**src/hdl/bsmt_pkg.sv**
```systemverilog
`timescale 1ns / 1ps
`default_nettype none
// ----------------------------------------------------------------------------
// Bounded stack package
// Shared widths, codes and the control store of the stack sequencer.
// ----------------------------------------------------------------------------
package bsmt_pkg;

    localparam int DEPTH_DEF = 32;
    localparam int LIMIT_RST = 32;
    localparam int LIMIT_W   = 6;
    localparam int WORD_W    = 32;
    localparam int FUNC_W    = 2;
    localparam int STAT_W    = 2;
    localparam int UPC_W     = 5;

    // Operation codes
    localparam logic [FUNC_W-1:0] FN_PUSH = 2'd0;
    localparam logic [FUNC_W-1:0] FN_POP  = 2'd1;
    localparam logic [FUNC_W-1:0] FN_TRAV = 2'd2;
    localparam logic [FUNC_W-1:0] FN_MMIN = 2'd3;

    // Result status codes
    localparam logic [STAT_W-1:0] STS_OK    = 2'd0;
    localparam logic [STAT_W-1:0] STS_OVF   = 2'd1;
    localparam logic [STAT_W-1:0] STS_EMPTY = 2'd2;

    // Sequencer step addresses
    localparam logic [UPC_W-1:0] ST_IDLE       = 5'd0;
    localparam logic [UPC_W-1:0] ST_PUSH       = 5'd1;
    localparam logic [UPC_W-1:0] ST_PUSH_OK    = 5'd2;
    localparam logic [UPC_W-1:0] ST_PUSH_OVF   = 5'd3;
    localparam logic [UPC_W-1:0] ST_EMPTY      = 5'd4;
    localparam logic [UPC_W-1:0] ST_POP        = 5'd5;
    localparam logic [UPC_W-1:0] ST_POP_WAIT   = 5'd6;
    localparam logic [UPC_W-1:0] ST_POP_EMIT   = 5'd7;
    localparam logic [UPC_W-1:0] ST_TRAV       = 5'd8;
    localparam logic [UPC_W-1:0] ST_LIST_WAIT  = 5'd9;
    localparam logic [UPC_W-1:0] ST_LIST_EMIT  = 5'd10;
    localparam logic [UPC_W-1:0] ST_LIST_END   = 5'd11;
    localparam logic [UPC_W-1:0] ST_MMIN       = 5'd12;
    localparam logic [UPC_W-1:0] ST_SCAN_WAIT0 = 5'd13;
    localparam logic [UPC_W-1:0] ST_SCAN_FIRST = 5'd14;
    localparam logic [UPC_W-1:0] ST_SCAN_WAIT  = 5'd15;
    localparam logic [UPC_W-1:0] ST_SCAN_CMP   = 5'd16;
    localparam logic [UPC_W-1:0] ST_SHIFT_INIT = 5'd17;
    localparam logic [UPC_W-1:0] ST_SHIFT_WAIT = 5'd18;
    localparam logic [UPC_W-1:0] ST_SHIFT_MOVE = 5'd19;
    localparam logic [UPC_W-1:0] ST_PLACE      = 5'd20;
    localparam logic [UPC_W-1:0] ST_EMIT_MIN   = 5'd21;

    // Word source of a result
    localparam logic [1:0] WS_ZERO  = 2'd0;
    localparam logic [1:0] WS_RDATA = 2'd1;
    localparam logic [1:0] WS_MINW  = 2'd2;

    // Last-flag source of a result
    localparam logic [1:0] LS_ZERO = 2'd0;
    localparam logic [1:0] LS_ONE  = 2'd1;
    localparam logic [1:0] LS_PTR0 = 2'd2;

    // Pointer operations
    localparam logic [2:0] PO_HOLD = 3'd0;
    localparam logic [2:0] PO_TOP  = 3'd1;
    localparam logic [2:0] PO_DEC  = 3'd2;
    localparam logic [2:0] PO_INC  = 3'd3;
    localparam logic [2:0] PO_POS1 = 3'd4;

    // Count operations
    localparam logic [1:0] CO_HOLD = 2'd0;
    localparam logic [1:0] CO_INC  = 2'd1;
    localparam logic [1:0] CO_DEC  = 2'd2;

    // Minimum tracker operations
    localparam logic [1:0] MO_HOLD = 2'd0;
    localparam logic [1:0] MO_LOAD = 2'd1;
    localparam logic [1:0] MO_UPD  = 2'd2;

    // Write address and data sources
    localparam logic [1:0] WA_CNT  = 2'd0;
    localparam logic [1:0] WA_PTRM = 2'd1;
    localparam logic [1:0] WA_TOP  = 2'd2;
    localparam logic [1:0] WD_VAL   = 2'd0;
    localparam logic [1:0] WD_RDATA = 2'd1;
    localparam logic [1:0] WD_MINW  = 2'd2;

    // Next-step modes
    localparam logic [1:0] NX_SEQ  = 2'd0;
    localparam logic [1:0] NX_JMP  = 2'd1;
    localparam logic [1:0] NX_DISP = 2'd2;

    // Jump conditions
    localparam logic [2:0] CD_ALWAYS  = 3'd0;
    localparam logic [2:0] CD_FULL    = 3'd1;
    localparam logic [2:0] CD_EMPTY   = 3'd2;
    localparam logic [2:0] CD_PTR_NZ  = 3'd3;
    localparam logic [2:0] CD_PTR_Z   = 3'd4;
    localparam logic [2:0] CD_POS_TOP = 3'd5;
    localparam logic [2:0] CD_PTR_NT  = 3'd6;

    typedef struct packed {
        logic              take_in;
        logic              emit;
        logic [STAT_W-1:0] status;
        logic [1:0]        wsel;
        logic [1:0]        lsel;
        logic [2:0]        ptr_op;
        logic [1:0]        cnt_op;
        logic [1:0]        min_op;
        logic              we;
        logic [1:0]        wa_sel;
        logic [1:0]        wd_sel;
        logic [1:0]        nxt;
        logic [2:0]        cond;
        logic [UPC_W-1:0]  target;
    } t_ctrl;

    // Control store: one control word per step.
    function automatic t_ctrl f_ucode(input logic [UPC_W-1:0] step);
        t_ctrl c;
        c = '0;
        unique case (step)
            ST_IDLE: begin
                c.take_in = 1'b1;
                c.nxt     = NX_DISP;
            end
            ST_PUSH: begin
                c.nxt    = NX_JMP;
                c.cond   = CD_FULL;
                c.target = ST_PUSH_OVF;
            end
            ST_PUSH_OK: begin
                c.we     = 1'b1;
                c.wa_sel = WA_CNT;
                c.wd_sel = WD_VAL;
                c.cnt_op = CO_INC;
                c.emit   = 1'b1;
                c.status = STS_OK;
                c.wsel   = WS_ZERO;
                c.lsel   = LS_ONE;
                c.nxt    = NX_JMP;
                c.target = ST_IDLE;
            end
            ST_PUSH_OVF: begin
                c.emit   = 1'b1;
                c.status = STS_OVF;
                c.lsel   = LS_ONE;
                c.nxt    = NX_JMP;
                c.target = ST_IDLE;
            end
            ST_EMPTY: begin
                c.emit   = 1'b1;
                c.status = STS_EMPTY;
                c.lsel   = LS_ONE;
                c.nxt    = NX_JMP;
                c.target = ST_IDLE;
            end
            ST_POP: begin
                c.ptr_op = PO_TOP;
                c.nxt    = NX_JMP;
                c.cond   = CD_EMPTY;
                c.target = ST_EMPTY;
            end
            ST_POP_WAIT: begin
                c.cnt_op = CO_DEC;
            end
            ST_POP_EMIT: begin
                c.emit   = 1'b1;
                c.wsel   = WS_RDATA;
                c.lsel   = LS_ONE;
                c.nxt    = NX_JMP;
                c.target = ST_IDLE;
            end
            ST_TRAV: begin
                c.ptr_op = PO_TOP;
                c.nxt    = NX_JMP;
                c.cond   = CD_EMPTY;
                c.target = ST_EMPTY;
            end
            ST_LIST_WAIT: begin
                c = '0;
            end
            ST_LIST_EMIT: begin
                c.emit   = 1'b1;
                c.wsel   = WS_RDATA;
                c.lsel   = LS_PTR0;
                c.ptr_op = PO_DEC;
                c.nxt    = NX_JMP;
                c.cond   = CD_PTR_NZ;
                c.target = ST_LIST_WAIT;
            end
            ST_LIST_END: begin
                c.nxt    = NX_JMP;
                c.target = ST_IDLE;
            end
            ST_MMIN: begin
                c.ptr_op = PO_TOP;
                c.nxt    = NX_JMP;
                c.cond   = CD_EMPTY;
                c.target = ST_EMPTY;
            end
            ST_SCAN_WAIT0: begin
                c = '0;
            end
            ST_SCAN_FIRST: begin
                c.min_op = MO_LOAD;
                c.ptr_op = PO_DEC;
                c.nxt    = NX_JMP;
                c.cond   = CD_PTR_Z;
                c.target = ST_PLACE;
            end
            ST_SCAN_WAIT: begin
                c = '0;
            end
            ST_SCAN_CMP: begin
                c.min_op = MO_UPD;
                c.ptr_op = PO_DEC;
                c.nxt    = NX_JMP;
                c.cond   = CD_PTR_NZ;
                c.target = ST_SCAN_WAIT;
            end
            ST_SHIFT_INIT: begin
                c.ptr_op = PO_POS1;
                c.nxt    = NX_JMP;
                c.cond   = CD_POS_TOP;
                c.target = ST_PLACE;
            end
            ST_SHIFT_WAIT: begin
                c = '0;
            end
            ST_SHIFT_MOVE: begin
                c.we     = 1'b1;
                c.wa_sel = WA_PTRM;
                c.wd_sel = WD_RDATA;
                c.ptr_op = PO_INC;
                c.nxt    = NX_JMP;
                c.cond   = CD_PTR_NT;
                c.target = ST_SHIFT_WAIT;
            end
            ST_PLACE: begin
                c.we     = 1'b1;
                c.wa_sel = WA_TOP;
                c.wd_sel = WD_MINW;
            end
            ST_EMIT_MIN: begin
                c.emit   = 1'b1;
                c.wsel   = WS_MINW;
                c.lsel   = LS_ZERO;
                c.ptr_op = PO_TOP;
                c.nxt    = NX_JMP;
                c.target = ST_LIST_WAIT;
            end
            default: begin
                c.nxt    = NX_JMP;
                c.target = ST_IDLE;
            end
        endcase
        return c;
    endfunction

    // First step of each operation.
    function automatic logic [UPC_W-1:0] f_dispatch(input logic [FUNC_W-1:0] func);
        logic [UPC_W-1:0] s;
        unique case (func)
            FN_PUSH: s = ST_PUSH;
            FN_POP:  s = ST_POP;
            FN_TRAV: s = ST_TRAV;
            FN_MMIN: s = ST_MMIN;
            default: s = ST_IDLE;
        endcase
        return s;
    endfunction

endpackage
`default_nettype wire

```
**src/hdl/bounded_stack_min_to_top_core.sv**
```systemverilog
`timescale 1ns / 1ps
`default_nettype none
// ----------------------------------------------------------------------------
// Bounded stack with move-minimum-to-top
// Signed word stack driven by a small microprogram over a dual-port RAM.
// ----------------------------------------------------------------------------
// Operations arrive on the slave stream: tuser carries the operation, tdata
// the word to push. Results leave on the master stream with the status in
// tuser, the word in tdata and tlast on the final result of an operation.
// The stack limit is written through the APB port at address 0; a write
// whose low six bits exceed DEPTH saturates to DEPTH.
// One operation is in progress at a time; the next is taken once the
// sequencer returns to its idle step. The RAM's registered read sets the
// pace: every element read passes through a wait step before its word is
// used. A move-minimum scans for the minimum, shifts the entries above it
// down, writes it on top and then gives the full listing.
// The result register lets the sequencer prepare the next result while one
// waits; when the receiver holds tready low the sequencer stalls on its next
// result step, and nothing is lost.
// Reset empties the stack and sets the limit to 32, or to DEPTH if smaller.
// The RAM contents are not cleared; only written entries are ever read.
// ----------------------------------------------------------------------------
module bounded_stack_min_to_top_core
    import bsmt_pkg::*;
#(
    parameter int DEPTH = DEPTH_DEF
) (
    input  wire logic              i_clk,
    input  wire logic              i_rst_n,
    // Operation stream
    input  wire logic              s_axis_tvalid,
    output logic                   s_axis_tready,
    input  wire logic [WORD_W-1:0] s_axis_tdata,   // [31:0] push_value
    input  wire logic [FUNC_W-1:0] s_axis_tuser,   // [1:0] func
    // Result stream
    output logic                   m_axis_tvalid,
    input  wire logic              m_axis_tready,
    output logic      [WORD_W-1:0] m_axis_tdata,   // [31:0] word_out
    output logic      [STAT_W-1:0] m_axis_tuser,   // [1:0] status
    output logic                   m_axis_tlast,
    // Register port
    input  wire logic              psel,
    input  wire logic              penable,
    input  wire logic              pwrite,
    input  wire logic [2:0]        paddr,
    input  wire logic [31:0]       pwdata,
    output logic      [31:0]       prdata,
    output logic                   pready
);

    localparam int CW = $clog2(DEPTH + 1);
    localparam int AW = (DEPTH > 1) ? $clog2(DEPTH) : 1;
    localparam logic [LIMIT_W-1:0] LIMIT_MAX = LIMIT_W'(DEPTH);
    localparam logic [LIMIT_W-1:0] LIMIT_INIT =
        (DEPTH < LIMIT_RST) ? LIMIT_W'(DEPTH) : LIMIT_W'(LIMIT_RST);

    logic [UPC_W-1:0]   r_upc, n_upc;
    logic [CW-1:0]      r_cnt;
    logic [AW-1:0]      r_ptr;
    logic [AW-1:0]      r_minpos;
    logic [WORD_W-1:0]  r_minw;
    logic [WORD_W-1:0]  r_val;
    logic [LIMIT_W-1:0] r_limit;
    logic               r_out_valid;
    logic [STAT_W-1:0]  r_out_status;
    logic [WORD_W-1:0]  r_out_word;
    logic               r_out_last;

    t_ctrl              w_c;
    logic               w_stall, w_go, w_cond;
    logic [CW-1:0]      w_cnt_m1;
    logic [AW-1:0]      w_top;
    logic [WORD_W-1:0]  w_rdata;
    logic               w_we;
    logic [AW-1:0]      w_waddr;
    logic [WORD_W-1:0]  w_wdata;
    logic [WORD_W-1:0]  w_word;
    logic               w_last;
    logic               w_cfg_wr;
    logic [LIMIT_W-1:0] w_wr_limit;

    assign w_c      = f_ucode(r_upc);
    assign w_cnt_m1 = r_cnt - CW'(1);
    assign w_top    = w_cnt_m1[AW-1:0];

    // A step waits for an input transfer or for room in the result register.
    assign w_stall = (w_c.take_in & ~s_axis_tvalid)
                   | (w_c.emit & r_out_valid & ~m_axis_tready);
    assign w_go    = ~w_stall;

    assign s_axis_tready = w_c.take_in;

    always_comb begin
        case (w_c.cond)
            CD_ALWAYS:  w_cond = 1'b1;
            CD_FULL:    w_cond = (LIMIT_W'(r_cnt) >= r_limit) || (r_cnt >= CW'(DEPTH));
            CD_EMPTY:   w_cond = (r_cnt == '0);
            CD_PTR_NZ:  w_cond = (r_ptr != '0);
            CD_PTR_Z:   w_cond = (r_ptr == '0);
            CD_POS_TOP: w_cond = (r_minpos == w_top);
            CD_PTR_NT:  w_cond = (r_ptr != w_top);
            default:    w_cond = 1'b0;
        endcase
    end

    always_comb begin
        case (w_c.nxt)
            NX_SEQ:  n_upc = r_upc + UPC_W'(1);
            NX_JMP:  n_upc = w_cond ? w_c.target : r_upc + UPC_W'(1);
            NX_DISP: n_upc = f_dispatch(s_axis_tuser);
            default: n_upc = ST_IDLE;
        endcase
    end

    always_comb begin
        case (w_c.wa_sel)
            WA_CNT:  w_waddr = r_cnt[AW-1:0];
            WA_PTRM: w_waddr = r_ptr - AW'(1);
            default: w_waddr = w_top;
        endcase
        case (w_c.wd_sel)
            WD_VAL:   w_wdata = r_val;
            WD_RDATA: w_wdata = w_rdata;
            default:  w_wdata = r_minw;
        endcase
        case (w_c.wsel)
            WS_RDATA: w_word = w_rdata;
            WS_MINW:  w_word = r_minw;
            default:  w_word = '0;
        endcase
        case (w_c.lsel)
            LS_ONE:  w_last = 1'b1;
            LS_PTR0: w_last = (r_ptr == '0);
            default: w_last = 1'b0;
        endcase
    end

    assign w_we = w_c.we & w_go;

    bsmt_ram #(
        .WIDTH (WORD_W),
        .DEPTH (DEPTH)
    ) u_store (
        .i_clk   (i_clk),
        .i_we    (w_we),
        .i_waddr (w_waddr),
        .i_wdata (w_wdata),
        .i_raddr (r_ptr),
        .o_rdata (w_rdata)
    );

    // Sequencer and datapath control registers
    always_ff @(posedge i_clk) begin
        if (!i_rst_n) begin
            r_upc <= ST_IDLE;
            r_cnt <= '0;
        end else if (w_go) begin
            r_upc <= n_upc;
            case (w_c.cnt_op)
                CO_INC:  r_cnt <= r_cnt + CW'(1);
                CO_DEC:  r_cnt <= w_cnt_m1;
                default: r_cnt <= r_cnt;
            endcase
        end
    end

    // Pointer, minimum tracker and operand registers
    always_ff @(posedge i_clk) begin
        if (w_go) begin
            case (w_c.ptr_op)
                PO_TOP:  r_ptr <= w_top;
                PO_DEC:  r_ptr <= r_ptr - AW'(1);
                PO_INC:  r_ptr <= r_ptr + AW'(1);
                PO_POS1: r_ptr <= r_minpos + AW'(1);
                default: r_ptr <= r_ptr;
            endcase
            case (w_c.min_op)
                MO_LOAD: begin
                    r_minw   <= w_rdata;
                    r_minpos <= r_ptr;
                end
                MO_UPD: begin
                    // Strictly smaller only, so ties keep the entry nearest the top.
                    if ($signed(w_rdata) < $signed(r_minw)) begin
                        r_minw   <= w_rdata;
                        r_minpos <= r_ptr;
                    end
                end
                default: begin
                    r_minw   <= r_minw;
                    r_minpos <= r_minpos;
                end
            endcase
            if (w_c.take_in) begin
                r_val <= s_axis_tdata;
            end
        end
    end

    // Result register
    always_ff @(posedge i_clk) begin
        if (!i_rst_n) begin
            r_out_valid <= 1'b0;
        end else if (w_c.emit && w_go) begin
            r_out_valid <= 1'b1;
        end else if (m_axis_tready) begin
            r_out_valid <= 1'b0;
        end
    end

    always_ff @(posedge i_clk) begin
        if (w_c.emit && w_go) begin
            r_out_status <= w_c.status;
            r_out_word   <= w_word;
            r_out_last   <= w_last;
        end
    end

    assign m_axis_tvalid = r_out_valid;
    assign m_axis_tdata  = r_out_word;
    assign m_axis_tuser  = r_out_status;
    assign m_axis_tlast  = r_out_last;

    // Register port
    assign pready     = 1'b1;
    assign w_cfg_wr   = psel & penable & pwrite & ~paddr[2];
    assign w_wr_limit = (pwdata[LIMIT_W-1:0] > LIMIT_MAX) ? LIMIT_MAX
                                                          : pwdata[LIMIT_W-1:0];

    always_ff @(posedge i_clk) begin
        if (!i_rst_n) begin
            r_limit <= LIMIT_INIT;
        end else if (w_cfg_wr) begin
            r_limit <= w_wr_limit;
        end
    end

    assign prdata = paddr[2] ? 32'd0 : {{(32 - LIMIT_W){1'b0}}, r_limit};

endmodule
`default_nettype wire

```
**src/hdl/bsmt_ram.sv**
```systemverilog
`timescale 1ns / 1ps
`default_nettype none
// ----------------------------------------------------------------------------
// Generic RAM
// Single write port and single read port with a registered read.
// ----------------------------------------------------------------------------
module bsmt_ram #(
    parameter int WIDTH = 32,
    parameter int DEPTH = 32,
    localparam int AW   = (DEPTH > 1) ? $clog2(DEPTH) : 1
) (
    input  wire logic             i_clk,
    input  wire logic             i_we,
    input  wire logic [AW-1:0]    i_waddr,
    input  wire logic [WIDTH-1:0] i_wdata,
    input  wire logic [AW-1:0]    i_raddr,
    output logic      [WIDTH-1:0] o_rdata
);

    logic [WIDTH-1:0] r_mem [DEPTH];

    always_ff @(posedge i_clk) begin
        if (i_we) begin
            r_mem[i_waddr] <= i_wdata;
        end
        o_rdata <= r_mem[i_raddr];
    end

endmodule
`default_nettype wire
```
**config.mk**
```make
export PLATFORM = sky130hd
export DESIGN_NAME = bounded_stack_min_to_top_core
export DESIGN_NICKNAME = d
export VERILOG_FILES = /design/src/hdl/bsmt_pkg.sv /design/src/hdl/bounded_stack_min_to_top_core.sv /design/src/hdl/bsmt_ram.sv
export SDC_FILE = /design/constraint.sdc
export NUM_CORES = 1
export LEC_CHECK = 0
export BUFFER_PORTS_ARGS = -buffer_cell sky130_fd_sc_hd__buf_2
export CAP_MARGIN = 30
export CELL_PAD_IN_SITES_DETAIL_PLACEMENT = 0
export CELL_PAD_IN_SITES_GLOBAL_PLACEMENT = 2
export CORE_MARGIN = 2
export CORE_UTILIZATION = 28
export CTS_CLUSTER_SIZE = 12
export DETAILED_ROUTE_END_ITERATION = 10
export HOLD_SLACK_MARGIN = 0.03
export PLACE_DENSITY_LB_ADDON = 0.05
export SYNTH_ARGS = -nofsm -noshare
export SYNTH_HDL_FRONTEND = slang
export SYNTH_SLANG_ARGS = --single-unit
```
**constraint.sdc**
```tcl
create_clock -name i_clk -period 10.45 [get_ports i_clk]
set_input_delay 2.09 -clock i_clk [delete_from_list [all_inputs] [get_ports i_clk]]
set_output_delay 2.09 -clock i_clk [all_outputs]
set_load 0.005 [all_outputs]
```
# After elaboration in Yosys (flattened, before gate mapping)
# Memories as Yosys holds them, arrays and structs flattened. A register that Yosys moved wholly into a read port is not among the register bits.
# Cells that the tools add are included.
# classes
addsub	6
magnitude_cmp	4
eq_ne	48
mux	32
bitwise_logic	12
n_reduce_logical	29
# ops
operator	count
$pmux W32 S2	3
$pmux W5 S4	2
$eq A5 B4 Y1 const B	7
$lt A32 B32 Y1	1
$mux W32	1
$eq A5 B5 Y1 const B	6
$pmux W5 S3	2
$pmux W5 S6	1
$pmux W2 S2	6
$eq A5 B3 Y1 const B	4
$pmux W5 S2	2
$pmux W3 S6	1
$eq A2 B1 Y1 const B	8
$add A5 B1 Y5 const B	3
$eq A2 B2 Y1 const B	7
$eq A3 B2 Y1 const B	4
$eq A3 B3 Y1 const B	4
$mux W6	2
$pmux W3 S4	1
$pmux W6 S2	1
$reduce_or A6 Y1	2
$eq A5 B2 Y1 const B	2
$logic_not A5 Y1	2
$mux W5	2
other kinds (30)	57
# word_totals
ff_bits	127
ram_bits	1024
input_bits	76
output_inout_bits	70
mem_count	1
# memory_table
memory	words	width	rd	rd_clocked_by_memory_dff	write_ports	line_no	text
u_store.r_mem	32	32	1	1	1	bsmt_ram.sv:20	logic [WIDTH-1:0] r_mem [DEPTH];

# Logic depth before layout (Yosys ltp)
# Gate-level depths: netlist of the first run.
# depth
word_depth	10
mapped_depth	12
mapped_depth_nobuf	10

# By module
# Synthesis of the first run repeated with hierarchy kept, for this count alone.
# hier_totals
hier_cells	3002
hier_area_um2	48146.2
# modules_own_cells
module	n_inst	cells_each	area_per_inst_um2	seq_area_each_um2
bsmt_ram	1	2260	40485.1	31390.1
bounded_stack_min_to_top_core	1	742	7661.1	3633.5

# Worst setup path after synthesis of the first run
# No wires, ideal clock.
# synth_path
path_type	input-to-reg
from	in m_axis_tready
to	reg r_out_word[0], in the netlist m_axis_tdata[0] (enable)
setup_ps	429
t_arrival_ps	3912
setup_slack_ps	6110
path_stages	3
path_buffers	1
path_cell_list	o32ai_2 > buf_2 > nor2_1
# synth_via
elab_chain_len	5
# synth_rtl
element	line_no	text
start, declared	bounded_stack_min_to_top_core.sv:37	input wire logic m_axis_tready,
$not A1 Y1	bounded_stack_min_to_top_core.sv:88	| (w_c.emit & r_out_valid & ~m_axis_tready);
$and A1 B1 Y1	bounded_stack_min_to_top_core.sv:88	
$or A1 B1 Y1	bounded_stack_min_to_top_core.sv:88	
$not A1 Y1 (no line)	--	
$logic_and A1 B1 Y1	bounded_stack_min_to_top_core.sv:212	if (w_c.emit && w_go) begin
end signal, assigned	bounded_stack_min_to_top_core.sv:214	r_out_word <= w_word;
end, declared	bounded_stack_min_to_top_core.sv:66	logic [WORD_W-1:0] r_out_word;
# Every way passes these cells.
# A chain may end at the register's enable or synchronous reset.

# Worst setup path after layout of the first run
# layout_path
from	reg r_upc[0]
to	out s_axis_tready
# layout_via
elab_chain_len	2
# layout_rtl
element	line_no	text
start, declared	bounded_stack_min_to_top_core.sv:57	logic [UPC_W-1:0] r_upc, n_upc;
start signal, assigned	bounded_stack_min_to_top_core.sv:158	r_upc <= n_upc;
$logic_not A5 Y1	bsmt_pkg.sv:122	unique case (step)
$mux W1	bsmt_pkg.sv:122	
end, declared	bounded_stack_min_to_top_core.sv:32	output logic s_axis_tready,
# Every way passes these cells.

==> impl_metrics.toml, run 1 <==
[run_status]
status = "finished, final reports clean"

[die]
dieArea_um2 = 172000
core_area_um2 = 167000
io_pins = 146
die_h_um = 415
die_w_um = 415
num_rows = 150
start_util = 0.282

[logic_synthesis]
syn_area_per_cell_um2 = 20.3
yosys.cell_types.count = 67
synth.top_cells.by_area = "edfxtp_1, mux4_2, dfxtp_1, ha_1, a22oi_1"
synth.yosys.seq_area_share = 0.741
ys_ff_latch = 1183
synth_top_cell_by_area = "edfxtp_1"
syn_inst = 2330
synthArstFlopShare = 0
synth-edff-count = 1133
synth_top_area_frac = 0.719
ys_warn_count = 0
synthesis.area_um2 = 47300
synth_top_flop_cell = "edfxtp_1"

[detailed_routing]
first_pass_iters = 5
antenna_left = 0
drt-vias-per-instance = 4.78
wl_mm = 141
dr.first_iter.drc_count = 1668
drc = 0
wire_per_inst_um = 29.0
dr_total_vias = 23200

[worst_setup_path]
cp.arrival_ns = 2.97
cp_max_fo = 13
required_ns = 8.36
cp-end-kind = "output pin"
worstSetupPathType = "reg -> out"
crit_path_start_kind = "flip-flop"

[grt]
grt_overflow_total = 0
antenna_found_initial = 2
grt_use_met3 = 0.0247
use_met2 = 0.275
grt_pass1_vias = 24900
met1_usage = 0.219
grtUsageTotal = 0.163
grt_max_degree = 134
grt_first_pass_wirelength_mm = 197
busiest_layer = "met2"

[power_and_ir_drop]
leakage_nw = 18.0
vdd_drop_max_v = 0.000190
p_per_area_nw_per_um2 = 270

[final_layout]
final_cells = 4844
mostFrequentLayoutCell = "edfxtp_1"
final_cell_mix = "edfxtp_1, mux4_2, clkbuf_16, nand2_1, buf_2"
fin_nets = 2659
area_growth_pct = 18.1
final_area_um2 = 55800
drive_above_1_share = 0.293
postLayoutCoreUtil = 0.333

[cts]
cts_buffers = 138
path_clk_slew_ns = 0.06
cts_hold_buf = 0
cts.sinks = 1183
tritoncts = "done"
cts-root-buf = "clkbuf_16"
max-clock-path-buffers = 3
post_cts_buffers = 0
h-tree-depth = 4
clk-insertion-delay-late_ns = 0.77
cts_resized = 0

[place]
io_buffer_count = 90
dp_hpwl_mm = 76.7
dp.cells = 4582
placed_cell_area_um2 = 51200
gp_routability_congestion = 0.722

[sta]
tightest_slew_ns = 1.04
clock_skew_ns = 0.0194
slew_headroom = 0.305
drv_slew = 0
finalSetupTns_ns = 0
fin_crit_ns = 5.06
final_hold_viol_count = 0
fin_crit_sh = 0.484
finalSetupViolCount = 0
fmax_ghz = 0.198
rsz0062_at_grt = "no"

[worst_hold_path]
hp-class = "reg -> reg"

[job]
cap_violations = 0
-- through the flow --
stage / power (mW) / hold WS [ns] / worst slack, ns
global placement: 10.4 / 0.480 / 5.02
floorplan: 8.81 / 0.421 / 6.11
finish: 15.1 / 0.498 / 5.39
global route: 15.8 / 0.523 / 5.14
detailed placement: 10.6 / 0.480 / 5.42
CTS: 15.3 / 0.503 / 5.23
-- cells by family after synthesis --
kind of cell | count (synthesis) | synth area share
flops | 1183 | 0.741
mux | 361 | 0.162
simple gates | 303 | 0.0292
buf+inv | 207 | 0.0193
compound gates | 190 | 0.0281
fa+ha+maj | 53 | 0.0140
xor+xnor | 31 | 0.00648
other cells | 2 | 0.000159
-- cell type report --
cell class / count / area [µm²]
timing repair buffer: 187 / 1820
clock buffer: 189 / 3780
clock inverter: 60 / 526
multi-input combinational: 965 / 11700
antenna: 1 / 2.50
fill: 15800 / 112000
sequential: 1183 / 35000
inverter: 55 / 206
tap: 2204 / 2760
-- power breakdown --
part	internal [mW]	switching, mW	leakage (nW)	total [mW]
clock	2.66	1.96	2.09	4.62
sequential	6.27	0.190	10.6	6.46
combinational	1.59	2.42	5.30	4.00
-- worst max-delay path, cell delays in order (launching register included) --
cell	delay, ns
dfxtp_1	0.34
inv_1	0.14
ha_1	0.53
nand2b_1	0.29
or3_1	0.56
inv_1	0.20
buf_2	0.14
-- Yosys cell counts, types with 4 or more instances --
cell type	instances
mux4_2	320
mux2_2	36
o21ai_0	26
and2_1	7
nand2b_1	8
nor3_1	11
xor2_1	9
buf_1	13
nor3b_1	6
or3_1	5
and3_1	4
nor2_1	115
mux2i_1	4
nor2b_1	11
a21o_1	13
nand2_1	99
edfxtp_1	1133
a21oi_1	36
inv_1	55
o221ai_1	4
buf_2	16
a22oi_1	67
nand3_1	12
ha_1	53
o22a_1	4
nand3b_1	6
clkbuf_1	91
xnor2_1	19
dfxtp_1	50
buf_4	30
nand4_1	8
-- state kept, by name, summed over array words and instances, names as in the netlist, 2 cells and up --
register,cells
r_minw,32
r_val,32
u_store.r_mem,1024
r_cnt,6
r_limit,6
r_upc,5
r_ptr,5
r_minpos,5
u_store.o_rdata,32
m_axis_tdata,32
m_axis_tuser,2
-- routing by layer --
metal / up-vias / wire (µm)
li1: 9948 / -
met2: 421 / 70500
met1: 12600 / 62900
met3: 163 / 4160
met4: 0 / 3090
met5: - / 0
-- path summary, 6_finish.rpt --
| kind | start | endpoint | slack (ns) | depth (start not counted) |
|---|---|---|---|---|
| hold reg to reg | u_store.o_rdata[2] | r_minw[2] | 0.50 | 0 |
| setup / recovery | r_upc[0] | s_axis_tready | 5.39 | 6 |
| setup reg to reg | r_upc[0] | u_store.r_mem[18][10] | 5.59 | 9 |
| hold / removal | u_store.o_rdata[2] | r_minw[2] | 0.50 | 0 |
(Power assumes the default switching activity.)
==> inputs of run 2 (changes only) <==
--- a/config.mk
+++ b/config.mk
@@ -5,6 +5,7 @@
 export SDC_FILE = /design/constraint.sdc
 export NUM_CORES = 1
 export LEC_CHECK = 0
+export ABC_AREA = 1
 export BUFFER_PORTS_ARGS = -buffer_cell sky130_fd_sc_hd__buf_2
 export CAP_MARGIN = 30
 export CELL_PAD_IN_SITES_DETAIL_PLACEMENT = 0
==> constraint.sdc (replaced) <==
create_clock -name i_clk -period 4.47 [get_ports i_clk]
set_input_delay 0.894 -clock i_clk [delete_from_list [all_inputs] [get_ports i_clk]]
set_output_delay 0.894 -clock i_clk [all_outputs]
set_load 0.005 [all_outputs]
==> impl_metrics.toml, run 2 <==
[die]
die_w_um = 417
dieArea_um2 = 174000
num_rows = 151
core_area_um2 = 169000
start_util = 0.282
die_h_um = 417
io_pins = 146

[logic_synthesis]
synth_simple_gate_area_share = 0.0914
synth_top_family_by_area = "compound AO/OA/AOI/OAI gates"
syn_area_per_cell_um2 = 12.7
synth_top_flop_cell = "edfxtp_1"
synth_xor_area_frac = 0.00201
synth_mux_area_frac = 0
synthArstFlopShare = 0
synth_fa_ha_area_frac = 0.0139
synth_top_area_frac = 0.712
synth-edff-count = 1133
synth.yosys.seq_area_share = 0.732
synth.top_cells.by_area = "edfxtp_1, o21ai_0, nor2_1, nand2_1, o22ai_1"
synth_top_cell_by_area = "edfxtp_1"
ys_warn_count = 0
synth_compound_area_frac = 0.127
syn_inst = 3762
synthesis.area_um2 = 47800
ys_ff_latch = 1183
yosys.cell_types.count = 45
synth.most_common_cell = "edfxtp_1"
yosys-top-cells-count = "edfxtp_1, nor2_1, o21ai_0, nand2_1, clkbuf_1"

[worst_setup_path]
crit_chain = "inv_1 -> ha_1 -> inv_1 -> nor2_1 -> nand2_2 -> nand3_1 -> or2_1 -> nand2_2 -> o21ai_4 -> a21oi_4 -> nand3_2 -> buf_4 -> nor2_4 -> buf_4"
max_stage_delay_ns = 0.46
worstSetupPathType = "reg -> reg"
cp_slowest_cell = "dfxtp_1"
cp.buffers_inverters = 4
required_ns = 4.94
path_delay_family = "simple AND/OR/NAND/NOR gates"
cp-end-kind = "flip-flop"
crit_path_start_kind = "flip-flop"
cp_max_fo = 10
cp.arrival_ns = 4.19

[final_layout]
regMostFlops = "u_store.r_mem"
postLayoutCoreUtil = 0.333
mostFrequentLayoutCell = "edfxtp_1"
drive_above_1_share = 0.125
regArea_um2 = 35000
multiInputGateArea_um2 = 11600
fin_nets = 4039
fillCellCount = 16700
final_cell_mix = "edfxtp_1, nor2_1, o21ai_0, nand2_1, o22ai_1"
largest_register_ffs = 1024
area_growth_pct = 18.1

[job]
cap_violations = 0

[worst_hold_path]
hp-class = "in -> reg"

[sta]
fin_crit_sh = 0.831
fin_crit_ns = 3.71
final_hold_viol_count = 0
clock_skew_ns = 0.0257
finalSetupViolCount = 0
finalSetupTns_ns = 0
tightest_slew_ns = 0.922
drv_slew = 0
fmax_ghz = 0.269
slew_headroom = 0.385
rsz0062_at_grt = "no"

[cts]
tritoncts = "done"
max-clock-path-buffers = 3
post_cts_buffers = 0
cts-root-buf = "clkbuf_16"
h-tree-depth = 4
cts_buffers = 142
cts_hold_buf = 0
cts.sinks = 1183
clk-insertion-delay-late_ns = 0.78
cts_resized = 0
path_clk_slew_ns = 0.06

[detailed_routing]
first_pass_iters = 7
top_layer = "met4"
wl_mm = 166
drc = 0
dr_wl_met2_mm = 80.1
wl_met1_mm = 73.6
dr_wl_met3_mm = 6.81
dr.first_iter.drc_count = 2395
antenna_left = 0
drt-vias-per-instance = 4.99
wire_per_inst_um = 26.5
dr_total_vias = 31100

[grt]
grt_first_pass_wirelength_mm = 233
antenna_found_initial = 3
grtUsageTotal = 0.188
grt_pass1_vias = 31200
grt_max_degree = 139
grt_overflow_total = 0

[power_and_ir_drop]
leakage_nw = 18.5
vdd_drop_max_v = 0.000392
p_per_area_nw_per_um2 = 646

[place]
gp_routability_congestion = 0.801
dp_hpwl_mm = 96.6
io_buffer_count = 90

[run_status]
status = "finished, final reports clean"
## run 2: metal layers
| layer | GRT usage | up-vias |
|---|---|---|
| li1 | - | 14200 |
| met1 | 0.248 | 16000 |
| met2 | 0.314 | 698 |
| met3 | 0.0301 | 208 |
| met4 | 0.0621 | 0 |
| met5 | 0 | - |
## run 2: cells by family after synthesis
family	after synthesis
xor gates and xnor gates	11
AOI/OAI and AO/OA	1045
DFF	1183
buffers and inverters	373
and+or+nand+nor	1095
adders and majority gates	53
other	2
## run 2: cell type report
type / instances / area share
sequential: 1183 / 0.620
multi-input combinational: 2231 / 0.205
clock buffer: 187 / 0.0678
tap: 2218 / 0.0492
timing repair buffer: 243 / 0.0369
clock inverter: 70 / 0.0130
inverter: 109 / 0.00751
antenna: 2 / 0.0000887
## run 2: worst register-to-register path, stage by stage, from the launching register on
cell,delay [ns]
dfxtp_1,0.46
inv_1,0.10
ha_1,0.24
inv_1,0.08
nor2_1,0.07
nand2_2,0.15
nand3_1,0.14
or2_1,0.28
nand2_2,0.09
o21ai_4,0.15
a21oi_4,0.37
nand3_2,0.31
buf_4,0.32
nor2_4,0.38
buf_4,0.28
## run 2: power by group
part           internal [mW]  switching (mW)
clock                   6.73            4.61
sequential              14.0           0.498
combinational           2.69            7.90
## run 2: metrics by stage
step           power (mW)  hold slack, ns  setup slack, ns  area (µm²)  instances
6_report             36.4           0.290            0.757       56400       6243
3_5_place_dp         25.6           0.467            0.731       51900       5983
2_1_floorplan        20.2           0.421            0.386       47900       3787
4_1_cts              37.1           0.225            0.701       56400       6240
5_1_grt              38.3           0.237            0.475       56400       6242
3_3_place_gp         25.4           0.458            0.734       51800       5979
## run 2: path summary, 6_finish.rpt
check                   startpoint              endpoint  slack, ns  cells past startpoint
setup / recovery          r_upc[0]  u_store.r_mem[5][10]       0.76                     14
hold / removal    s_axis_tdata[23]             r_val[23]       0.29                      1
setup reg to reg          r_upc[0]  u_store.r_mem[5][10]       0.76                     14
hold reg to reg         r_limit[2]            r_limit[2]       0.47                      2
